**config.mk**
```make
export PLATFORM = sky130hd
export DESIGN_NAME = fixed_block_pool_allocator_core
export DESIGN_NICKNAME = d
export VERILOG_FILES = /design/src/hdl/fbpa_pkg.sv /design/src/hdl/fbpa_link_ram.sv /design/src/hdl/fixed_block_pool_allocator_core.sv
export VERILOG_INCLUDE_DIRS = /design/src /design/src/hdl
export SDC_FILE = /design/constraint.sdc
export NUM_CORES = 2
export LEC_CHECK = 0
export BUFFER_PORTS_ARGS = -buffer_cell sky130_fd_sc_hd__clkbuf_2
export CAP_MARGIN = 20
export CORE_MARGIN = 2
export CORE_UTILIZATION = 25
export DETAILED_ROUTE_END_ITERATION = 12
export PLACE_DENSITY = 0.4
export SETUP_SLACK_MARGIN = 0.2
export SLEW_MARGIN = 10
export SYNTH_ARGS = -nofsm -noshare
export SYNTH_HDL_FRONTEND = slang
export SYNTH_HIERARCHICAL = 1
export SYNTH_SLANG_ARGS = --single-unit
```
**constraint.sdc**
```tcl
create_clock -name clk -period 32.7 [get_ports clk]
set_clock_uncertainty 0.2 [all_clocks]
set_input_delay 6.54 -clock clk [delete_from_list [all_inputs] [get_ports clk]]
set_output_delay 6.54 -clock clk [all_outputs]
set_load 0.02 [all_outputs]
```
**src/hdl/fixed_block_pool_allocator_core_assert.svh**
```systemverilog
// Assertion macros shared by the block pool allocator RTL.
// Depends on nothing; included by the top level after its logic.
`ifndef FIXED_BLOCK_POOL_ALLOCATOR_CORE_ASSERT_SVH
`define FIXED_BLOCK_POOL_ALLOCATOR_CORE_ASSERT_SVH

// Same-cycle implication, disabled while reset is asserted.
`define FBPA_ASSERT_NOW(label, clk, rst_n, ante, cons) \
    label: assert property (@(posedge clk) disable iff (!rst_n) (ante) |-> (cons)) \
        else $error("allocator assertion failed");

// Next-cycle implication, disabled while reset is asserted.
`define FBPA_ASSERT_NEXT(label, clk, rst_n, ante, cons) \
    label: assert property (@(posedge clk) disable iff (!rst_n) (ante) |=> (cons)) \
        else $error("allocator assertion failed");

`endif

```
**src/hdl/fbpa_pkg.sv**
```systemverilog
// Types and fixed constants of the block pool allocator.
// Used by fbpa_link_ram and fixed_block_pool_allocator_core.
package fbpa_pkg;

    localparam int NUM_BLOCKS  = 256;
    localparam int INDEX_W     = 8;
    localparam int COUNT_W     = 9;
    localparam int REQ_CFG_W   = 13;
    localparam int CFG_DATA_W  = 13;
    localparam int CFG_INDEX_W = 1;
    localparam int OFFSET_W    = 20;
    localparam int ALIGN_BYTES = 16;
    localparam int MIN_BYTES   = 8;

    localparam logic [CFG_INDEX_W-1:0] REG_BLOCK_COUNT = 1'b0;
    localparam logic [CFG_INDEX_W-1:0] REG_BLOCK_SIZE  = 1'b1;

    typedef enum logic [1:0] {
        CMD_INIT    = 2'd0,
        CMD_DESTROY = 2'd1,
        CMD_ALLOC   = 2'd2,
        CMD_FREE    = 2'd3
    } cmd_t;

    typedef enum logic [2:0] {
        ST_OK        = 3'd0,
        ST_NOT_INIT  = 3'd1,
        ST_TOO_LARGE = 3'd2,
        ST_EXHAUSTED = 3'd3,
        ST_BAD_INDEX = 3'd4,
        ST_IGNORED   = 3'd5
    } status_t;

    // One free-list node: the next block and whether this node ends the list.
    typedef struct packed {
        logic [INDEX_W-1:0] link;
        logic               last;
    } link_entry_t;

    typedef struct packed {
        logic               en;
        logic [INDEX_W-1:0] addr;
        link_entry_t        data;
    } link_wr_t;

endpackage

```
**src/hdl/fbpa_link_ram.sv**
```systemverilog
// Free-list link memory: one write port, one registered read port.
// Depends on fbpa_pkg for the entry and write-port types.
module fbpa_link_ram
    import fbpa_pkg::*;
(
    input  logic               clk,
    input  link_wr_t           wr,
    input  logic               rd_en,
    input  logic [INDEX_W-1:0] rd_addr,
    output link_entry_t        rd_data
);

    link_entry_t mem [NUM_BLOCKS];

    always_ff @(posedge clk)
    begin
        if (wr.en)
        begin
            mem[wr.addr] <= wr.data;
        end
        if (rd_en)
        begin
            rd_data <= mem[rd_addr];
        end
    end

endmodule

```
**src/hdl/fixed_block_pool_allocator_core.sv**
```systemverilog
// Fixed-size block pool allocator with a LIFO free list in a link memory.
// Depends on fbpa_pkg, fbpa_link_ram and the assertion macro header.
//
// Usage: commands arrive as words on the in_valid/in_ready channel (cmd,
// request_size, block_index, null_pointer) and each produces exactly one
// result word on out_valid/out_ready (status, granted_index, byte_offset).
// A command is accepted and then executed: the acceptance cycle reads the
// link of the current head from the synchronous link memory, and the execute
// state then decides the result, updates the head and writes the link memory
// for a free. The result is registered, and a new command is taken only once
// the previous one has executed, since the link memory read is registered.
// An init that builds the pool gives its result at once, then chains the
// blocks in the link memory one entry per cycle, and the next command is
// taken only after that chaining is done.
// Reset empties the pool (not initialized), sets block_count to 256 and
// requested_block_size to 64; the link memory is read on every accepted
// command, but its data is used only after an init has written it. If the
// receiver stalls, the pending result is held; a new command word can still
// be accepted while it waits, but its execute step then waits until the
// result is taken. Configuration writes take effect at the next init.
module fixed_block_pool_allocator_core
    import fbpa_pkg::*;
#(
    parameter int MAX_BLOCK_BYTES = 4096
)
(
    input  logic                   clk,
    input  logic                   rst_n,
    input  logic                   cfg_write,
    input  logic [CFG_INDEX_W-1:0] cfg_index,
    input  logic [CFG_DATA_W-1:0]  cfg_data,
    input  logic                   in_valid,
    output logic                   in_ready,
    input  logic [1:0]             cmd,
    input  logic [15:0]            request_size,
    input  logic [7:0]             block_index,
    input  logic                   null_pointer,
    output logic                   out_valid,
    input  logic                   out_ready,
    output logic [2:0]             status,
    output logic [7:0]             granted_index,
    output logic [19:0]            byte_offset
);

    localparam int EFF_MAX = ((MAX_BLOCK_BYTES + ALIGN_BYTES - 1) / ALIGN_BYTES) * ALIGN_BYTES;
    localparam int SIZE_W  = $clog2(EFF_MAX + 1);
    localparam int CALC_W  = 18;
    localparam int PROD_W  = INDEX_W + SIZE_W;
    localparam int REQ_W   = 17;

    typedef enum logic [2:0] {
        S_IDLE  = 3'b001,
        S_EXEC  = 3'b010,
        S_SWEEP = 3'b100
    } state_t;

    state_t              state_reg, state_next;
    logic [COUNT_W-1:0]  block_count_reg;
    logic [REQ_CFG_W-1:0] req_size_reg;

    cmd_t                cmd_reg;
    logic [15:0]         request_size_reg;
    logic [INDEX_W-1:0]  block_index_reg;
    logic                null_pointer_reg;

    logic [INDEX_W-1:0]  head_reg, head_next;
    logic                list_empty_reg, list_empty_next;
    logic                pool_ready_reg, pool_ready_next;
    logic [COUNT_W-1:0]  held_count_reg, held_count_next;
    logic [SIZE_W-1:0]   held_size_reg, held_size_next;
    logic [INDEX_W-1:0]  sweep_reg, sweep_next;

    logic                out_valid_reg, out_valid_next;
    status_t             status_reg, status_next;
    logic [INDEX_W-1:0]  granted_reg, granted_next;
    logic [OFFSET_W-1:0] offset_reg, offset_next;

    logic                accept;
    logic                exec_go;
    logic                sweep_last;
    logic                head_below_count;
    link_wr_t            link_wr;
    link_entry_t         link_rd;

    logic [CALC_W-1:0]   size_clip;
    logic [CALC_W-1:0]   size_round;
    logic [SIZE_W-1:0]   eff_size;
    logic [COUNT_W-1:0]  norm_count;
    logic [PROD_W-1:0]   product;

    assign accept    = in_valid && in_ready;
    assign in_ready  = (state_reg == S_IDLE);
    assign exec_go   = (state_reg == S_EXEC) && (!out_valid_reg || out_ready);

    assign sweep_last       = ({1'b0, sweep_reg} == held_count_reg - COUNT_W'(1));
    assign head_below_count = ({1'b0, head_reg} < held_count_reg);

    assign out_valid     = out_valid_reg;
    assign status        = status_reg;
    assign granted_index = granted_reg;
    assign byte_offset   = offset_reg;

    fbpa_link_ram u_link_ram (
        .clk     (clk),
        .wr      (link_wr),
        .rd_en   (accept),
        .rd_addr (head_reg),
        .rd_data (link_rd)
    );

    // Effective block size: clip to the maximum, raise to the minimum, then
    // round up to the alignment.
    always_comb
    begin
        size_clip = CALC_W'(req_size_reg);
        if (size_clip > CALC_W'(MAX_BLOCK_BYTES))
        begin
            size_clip = CALC_W'(MAX_BLOCK_BYTES);
        end
        if (size_clip < CALC_W'(MIN_BYTES))
        begin
            size_clip = CALC_W'(MIN_BYTES);
        end
        size_round = (size_clip + CALC_W'(ALIGN_BYTES - 1)) & ~CALC_W'(ALIGN_BYTES - 1);
        eff_size   = size_round[SIZE_W-1:0];
    end

    always_comb
    begin
        if (block_count_reg == '0)
        begin
            norm_count = COUNT_W'(1);
        end
        else if (block_count_reg > COUNT_W'(NUM_BLOCKS))
        begin
            norm_count = COUNT_W'(NUM_BLOCKS);
        end
        else
        begin
            norm_count = block_count_reg;
        end
    end

    assign product = PROD_W'(head_reg) * PROD_W'(held_size_reg);

    always_comb
    begin
        state_next      = state_reg;
        head_next       = head_reg;
        list_empty_next = list_empty_reg;
        pool_ready_next = pool_ready_reg;
        held_count_next = held_count_reg;
        held_size_next  = held_size_reg;
        sweep_next      = sweep_reg;
        out_valid_next  = out_valid_reg;
        status_next     = status_reg;
        granted_next    = granted_reg;
        offset_next     = offset_reg;
        link_wr.en        = 1'b0;
        link_wr.addr      = block_index_reg;
        link_wr.data.link = head_reg;
        link_wr.data.last = list_empty_reg;

        if (out_valid_reg && out_ready)
        begin
            out_valid_next = 1'b0;
        end

        if (accept)
        begin
            state_next = S_EXEC;
        end

        // After an init, block i is chained to block i + 1, one entry per cycle.
        if (state_reg == S_SWEEP)
        begin
            link_wr.en        = 1'b1;
            link_wr.addr      = sweep_reg;
            link_wr.data.link = sweep_reg + INDEX_W'(1);
            link_wr.data.last = sweep_last;
            if (sweep_last)
            begin
                state_next = S_IDLE;
            end
            else
            begin
                sweep_next = sweep_reg + INDEX_W'(1);
            end
        end

        if (exec_go)
        begin
            state_next     = S_IDLE;
            out_valid_next = 1'b1;
            status_next    = ST_OK;
            granted_next   = '0;
            offset_next    = '0;

            unique case (cmd_reg)
                CMD_INIT:
                begin
                    if (pool_ready_reg)
                    begin
                        status_next = ST_IGNORED;
                    end
                    else
                    begin
                        held_count_next = norm_count;
                        held_size_next  = eff_size;
                        head_next       = '0;
                        list_empty_next = 1'b0;
                        pool_ready_next = 1'b1;
                        sweep_next      = '0;
                        state_next      = S_SWEEP;
                    end
                end
                CMD_DESTROY:
                begin
                    if (!pool_ready_reg)
                    begin
                        status_next = ST_IGNORED;
                    end
                    else
                    begin
                        head_next       = '0;
                        list_empty_next = 1'b1;
                        pool_ready_next = 1'b0;
                    end
                end
                CMD_ALLOC:
                begin
                    priority if (!pool_ready_reg)
                    begin
                        status_next = ST_NOT_INIT;
                    end
                    else if (REQ_W'(request_size_reg) > REQ_W'(held_size_reg))
                    begin
                        status_next = ST_TOO_LARGE;
                    end
                    else if (list_empty_reg)
                    begin
                        status_next = ST_EXHAUSTED;
                    end
                    else
                    begin
                        granted_next = head_reg;
                        offset_next  = OFFSET_W'(product);
                        if (link_rd.last)
                        begin
                            head_next       = '0;
                            list_empty_next = 1'b1;
                        end
                        else
                        begin
                            head_next = link_rd.link;
                        end
                    end
                end
                CMD_FREE:
                begin
                    priority if (null_pointer_reg || !pool_ready_reg)
                    begin
                        status_next = ST_IGNORED;
                    end
                    else if ({1'b0, block_index_reg} >= held_count_reg)
                    begin
                        status_next = ST_BAD_INDEX;
                    end
                    else
                    begin
                        link_wr.en      = 1'b1;
                        head_next       = block_index_reg;
                        list_empty_next = 1'b0;
                    end
                end
            endcase
        end
    end

    always_ff @(posedge clk or negedge rst_n)
    begin
        if (!rst_n)
        begin
            state_reg       <= S_IDLE;
            block_count_reg <= COUNT_W'(NUM_BLOCKS);
            req_size_reg    <= REQ_CFG_W'(64);
            head_reg        <= '0;
            list_empty_reg  <= 1'b1;
            pool_ready_reg  <= 1'b0;
            held_count_reg  <= COUNT_W'(1);
            held_size_reg   <= SIZE_W'(ALIGN_BYTES);
            sweep_reg       <= '0;
            out_valid_reg   <= 1'b0;
        end
        else
        begin
            state_reg      <= state_next;
            head_reg       <= head_next;
            list_empty_reg <= list_empty_next;
            pool_ready_reg <= pool_ready_next;
            held_count_reg <= held_count_next;
            held_size_reg  <= held_size_next;
            sweep_reg      <= sweep_next;
            out_valid_reg  <= out_valid_next;
            if (cfg_write)
            begin
                unique case (cfg_index)
                    REG_BLOCK_COUNT: block_count_reg <= cfg_data[COUNT_W-1:0];
                    REG_BLOCK_SIZE:  req_size_reg    <= cfg_data[REQ_CFG_W-1:0];
                endcase
            end
        end
    end

    always_ff @(posedge clk)
    begin
        if (accept)
        begin
            cmd_reg          <= cmd_t'(cmd);
            request_size_reg <= request_size;
            block_index_reg  <= block_index;
            null_pointer_reg <= null_pointer;
        end
        status_reg  <= status_next;
        granted_reg <= granted_next;
        offset_reg  <= offset_next;
    end

`include "fixed_block_pool_allocator_core_assert.svh"

    `FBPA_ASSERT_NOW(a_empty_head_clear, clk, rst_n, list_empty_reg, head_reg == '0)
    `FBPA_ASSERT_NOW(a_unready_empty, clk, rst_n, !pool_ready_reg, list_empty_reg)
    `FBPA_ASSERT_NOW(a_head_in_range, clk, rst_n, !list_empty_reg, head_below_count)
    `FBPA_ASSERT_NEXT(a_exec_gives_word, clk, rst_n, exec_go, out_valid_reg)

endmodule
```
==> results.yml <==
route:
  totalWireLength_mm: 309
  post-route-drc-count: 0
  dr.pass1.iters: 8
  wl_per_cell_um: 29.2
  vias: 49700
  ant_nets: 0
  routed_via_density: 4.69
  drtIter0Drc: 5027
global_routing:
  grt_pass1_wl_mm: 428
  grt_pass1_vias: 51200
  antenna_found_initial: 10
  grt_max_degree: 131
  overflow: 0
  grt.total_usage_pct: 15.4
die:
  initial_core_util_pct: 25.1
  fp.dieW_um: 628
  num_io_pins: 79
  floorplan.die_area_um2: 394000
  core_um2: 388000
  die_h_um: 628
  fp-row-count: 229
logic_synthesis:
  synth-edff-count: 2367
  synth.distinct_cells: 80
  ys_seq_area_share_pct: 74.7
  synth.avg_cell_area_um2: 19.4
  synthXorXnorAreaFrac_pct: 0.351
  synth_top_area_share_pct: 73.0
  yosysTopAreaCell: "edfxtp_1"
  synthSimpleGateAreaFrac_pct: 3.68
  yosys_warnings: 6
  synth_compound_area_share_pct: 4.17
  async_flop_share_pct: 2.55
  synth_fa_ha_area_share_pct: 1.59
  yosys-top-cells-area: "edfxtp_1 73%, mux4_2 11%, mux2i_1 1.8%"
  ys.flop_type: "edfxtp_1"
  synth_mux_area_share_pct: 13.5
  ys_ff_latch: 2429
  netlist_area_um2: 97300
  synth_top_family_by_area: "multiplexers"
  synthCells: 5008
finish:
  largest_reg_flops: 2304
  area_delta_synth_final_pct: 15.7
  finalCoreUtilization_pct: 29.0
  nets: 5350
  fillCellCount: 37900
  final_layout_size_suffix_gt1_share_pct: 21.6
power_and_ir_drop:
  power_frac_comb_pct: 0.2
  max-vdd-ir-drop_mv: 0.0694
  seqPwrFrac_pct: 52.7
  p_switching_mw: 1.25
  p_int_mw: 5.14
  switching_share_pct: 19.6
  clkPwrFrac_pct: 47.0
  leakagePower_nw: 37.8
  power_density_nw_per_um2: 56.8
sta:
  setup_violations: 0
  rsz0062_at_grt: "no"
  clock.fmax_ghz: 0.107
  final.period_utilization_pct: 28.6
  setup_tns_ns: 0
  max_slew.worst_pin.slew_ns: 1.23
  min_period_ns: 9.34
  report.final.hold_viol_count: 0
  maxSlewViolCount: 0
  relSlewSlack_pct: 18.1
setup_path:
  rr_startpoint: "head_reg[0]$_DFFE_PN0P_"
  reg2reg_to: "u_link_ram/rd_data[4]$_DFFE_PP_"
  arrival_ns: 9.64
  crit_fanout: 19
  start_kind: "primary input"
  path_class: "primary input to flop"
  cp.required_ns: 33.00
  r2r_cells: 10
  reg2reg_slack_ns: 25.66
  crit_path_end_kind: "flop"
clock_network:
  cts_resized: 0
  cts_max_level: 5
  cts_setup_buffers: 0
  root_buffer: "clkbuf_16"
  ctsHoldBuffers: 0
  cts_buffer_depth: 4
  clk_pin_slew_ns: 0.06
  clock_sinks: 2429
  worst_skew_pair.late_latency_ns: 0.89
  tritoncts: "yes"
  numCtsBuffers: 267
worst_hold_path:
  min-delay-start: "block_count_reg[0]$_DFFE_PN0P_"
  hold_depth: 1
  hold-path-endpoint: "block_count_reg[0]$_DFFE_PN0P_"
  hold_class: "flop to flop"
job:
  cap_violations: 0
run_status:
  outcome: "completed"
placed_design:
  gp_congestion: 0.804
  portBuffers: 74
  dp_hpwl_mm: 194
[metrics by stage]
stage	hold slack [ns]	cells	setup slack (ns)	area [um2]	power, mW
floorplan	0.275	5011	19.19	97300	3.44
global placement	0.319	10100	22.56	104000	3.45
detailed placement	0.308	10100	22.57	104000	3.45
CTS	0.330	10600	23.53	113000	6.48
global route	0.360	10600	23.30	113000	6.59
finish	0.325	10600	23.36	113000	6.40
[logic make-up (layout without fill, tap and decap cells)]
family | Yosys count | after routing
xor+xnor | 39 | 39
simple gates | 757 | 757
compound gates | 600 | 600
other cells | 1 | 9
buf+inv | 378 | 776
fa+ha+maj | 99 | 99
mux | 705 | 705
flops | 2429 | 2429
[synthesized netlist by cell type, types with 13 or more instances]
cell      instances
a22oi_1         174
xor2_1           13
nand2_1         117
o21ai_0          74
mux4_2          467
o22ai_1          68
a211oi_1         30
nand3_1          38
buf_1            15
fa_1             41
edfxtp_1       2367
buf_4            32
clkbuf_1        144
ha_1             58
nor2_1          349
xnor2_1          26
a21oi_1         121
buf_6            26
dfrtp_1          56
o221ai_1         35
mux2i_1         178
nor3_1           31
and2_1           71
nor4_1           29
buf_2            57
mux2_2           51
nor2b_1          38
inv_1            85
a22o_1           16
[power by group through the flow]
stage | Sequential, mW | Combinational, mW | Clock [mW]
after floorplan | 3.44 | 0.00845 | 0
after global placement | 3.44 | 0.0149 | 0
after detailed placement | 3.44 | 0.0150 | 0
after CTS | 3.37 | 0.0151 | 3.09
after global routing | 3.37 | 0.0163 | 3.20
final | 3.37 | 0.0146 | 3.01
[layout make-up]
class / count / area, um2 / area share (%)
Antenna cell: 5 / 12.5 / 0.0111
Clock buffer: 328 / 7190 / 6.39
Clock inverter: 145 / 1420 / 1.26
Inverter: 86 / 323 / 0.287
Multi-Input combinational cell: 2204 / 22900 / 20.3
Sequential cell: 2429 / 72700 / 64.5
Tap cell: 5197 / 6500 / 5.78
Timing Repair Buffer: 217 / 1580 / 1.40
[metal layers]
metal	up-vias	track usage, %	share of wire [%]
met5	-	0	0
met4	0	4.11	2.6
met3	344	2.47	6.1
met2	1802	24.6	47
met1	26800	21.8	45
li1	20800	-	-
[cells in the final DEF, fill, tap and decap left out, types with 30 or more instances in the layout]
master	synthesis	final
buf_4	32	131
edfxtp_1	2367	2367
nand2_1	117	116
nor2_1	349	347
inv_1	85	84
and2_1	71	69
nor2b_1	38	34
clkinv_2	0	43
ha_1	58	58
a211oi_1	30	30
clkbuf_16	0	279
clkbuf_1	144	46
clkbuf_2	1	73
mux4_2	467	467
mux2i_1	178	178
o21ai_0	74	65
mux2_2	51	51
dfrtp_1	56	50
clkinv_1	1	53
o221ai_1	35	35
fa_1	41	41
a22oi_1	174	174
o22ai_1	68	68
nand3_1	38	32
a21oi_1	121	120
nor3_1	31	31
[worst max-delay path by stage]
stage | cells past startpoint | endpoint | start | slack, ns
after floorplan | 6 | u_link_ram/mem[0][8]$_DFFE_PP_ | sweep_reg[2]$_DFF_PN0_ | 19.19
after global placement | 8 | u_link_ram/mem[146][3]$_DFFE_PP_ | out_ready | 22.56
after detailed placement | 9 | u_link_ram/mem[84][4]$_DFFE_PP_ | out_ready | 22.57
after CTS | 9 | u_link_ram/mem[68][3]$_DFFE_PP_ | out_ready | 23.53
after global routing | 9 | u_link_ram/mem[84][8]$_DFFE_PP_ | out_ready | 23.30
final | 9 | u_link_ram/mem[84][8]$_DFFE_PP_ | out_ready | 23.36
[worst max-delay path: stages]
cell and delay, ns:
clkbuf_2 0.10, inv_1 0.07, a21oi_4 0.16, nand3_1 0.14
o21ai_4 0.23, buf_4 0.38, nand3_1 0.80, buf_4 0.54
nor2_1 0.62
Note: power is estimated with default switching activity, not from simulation.
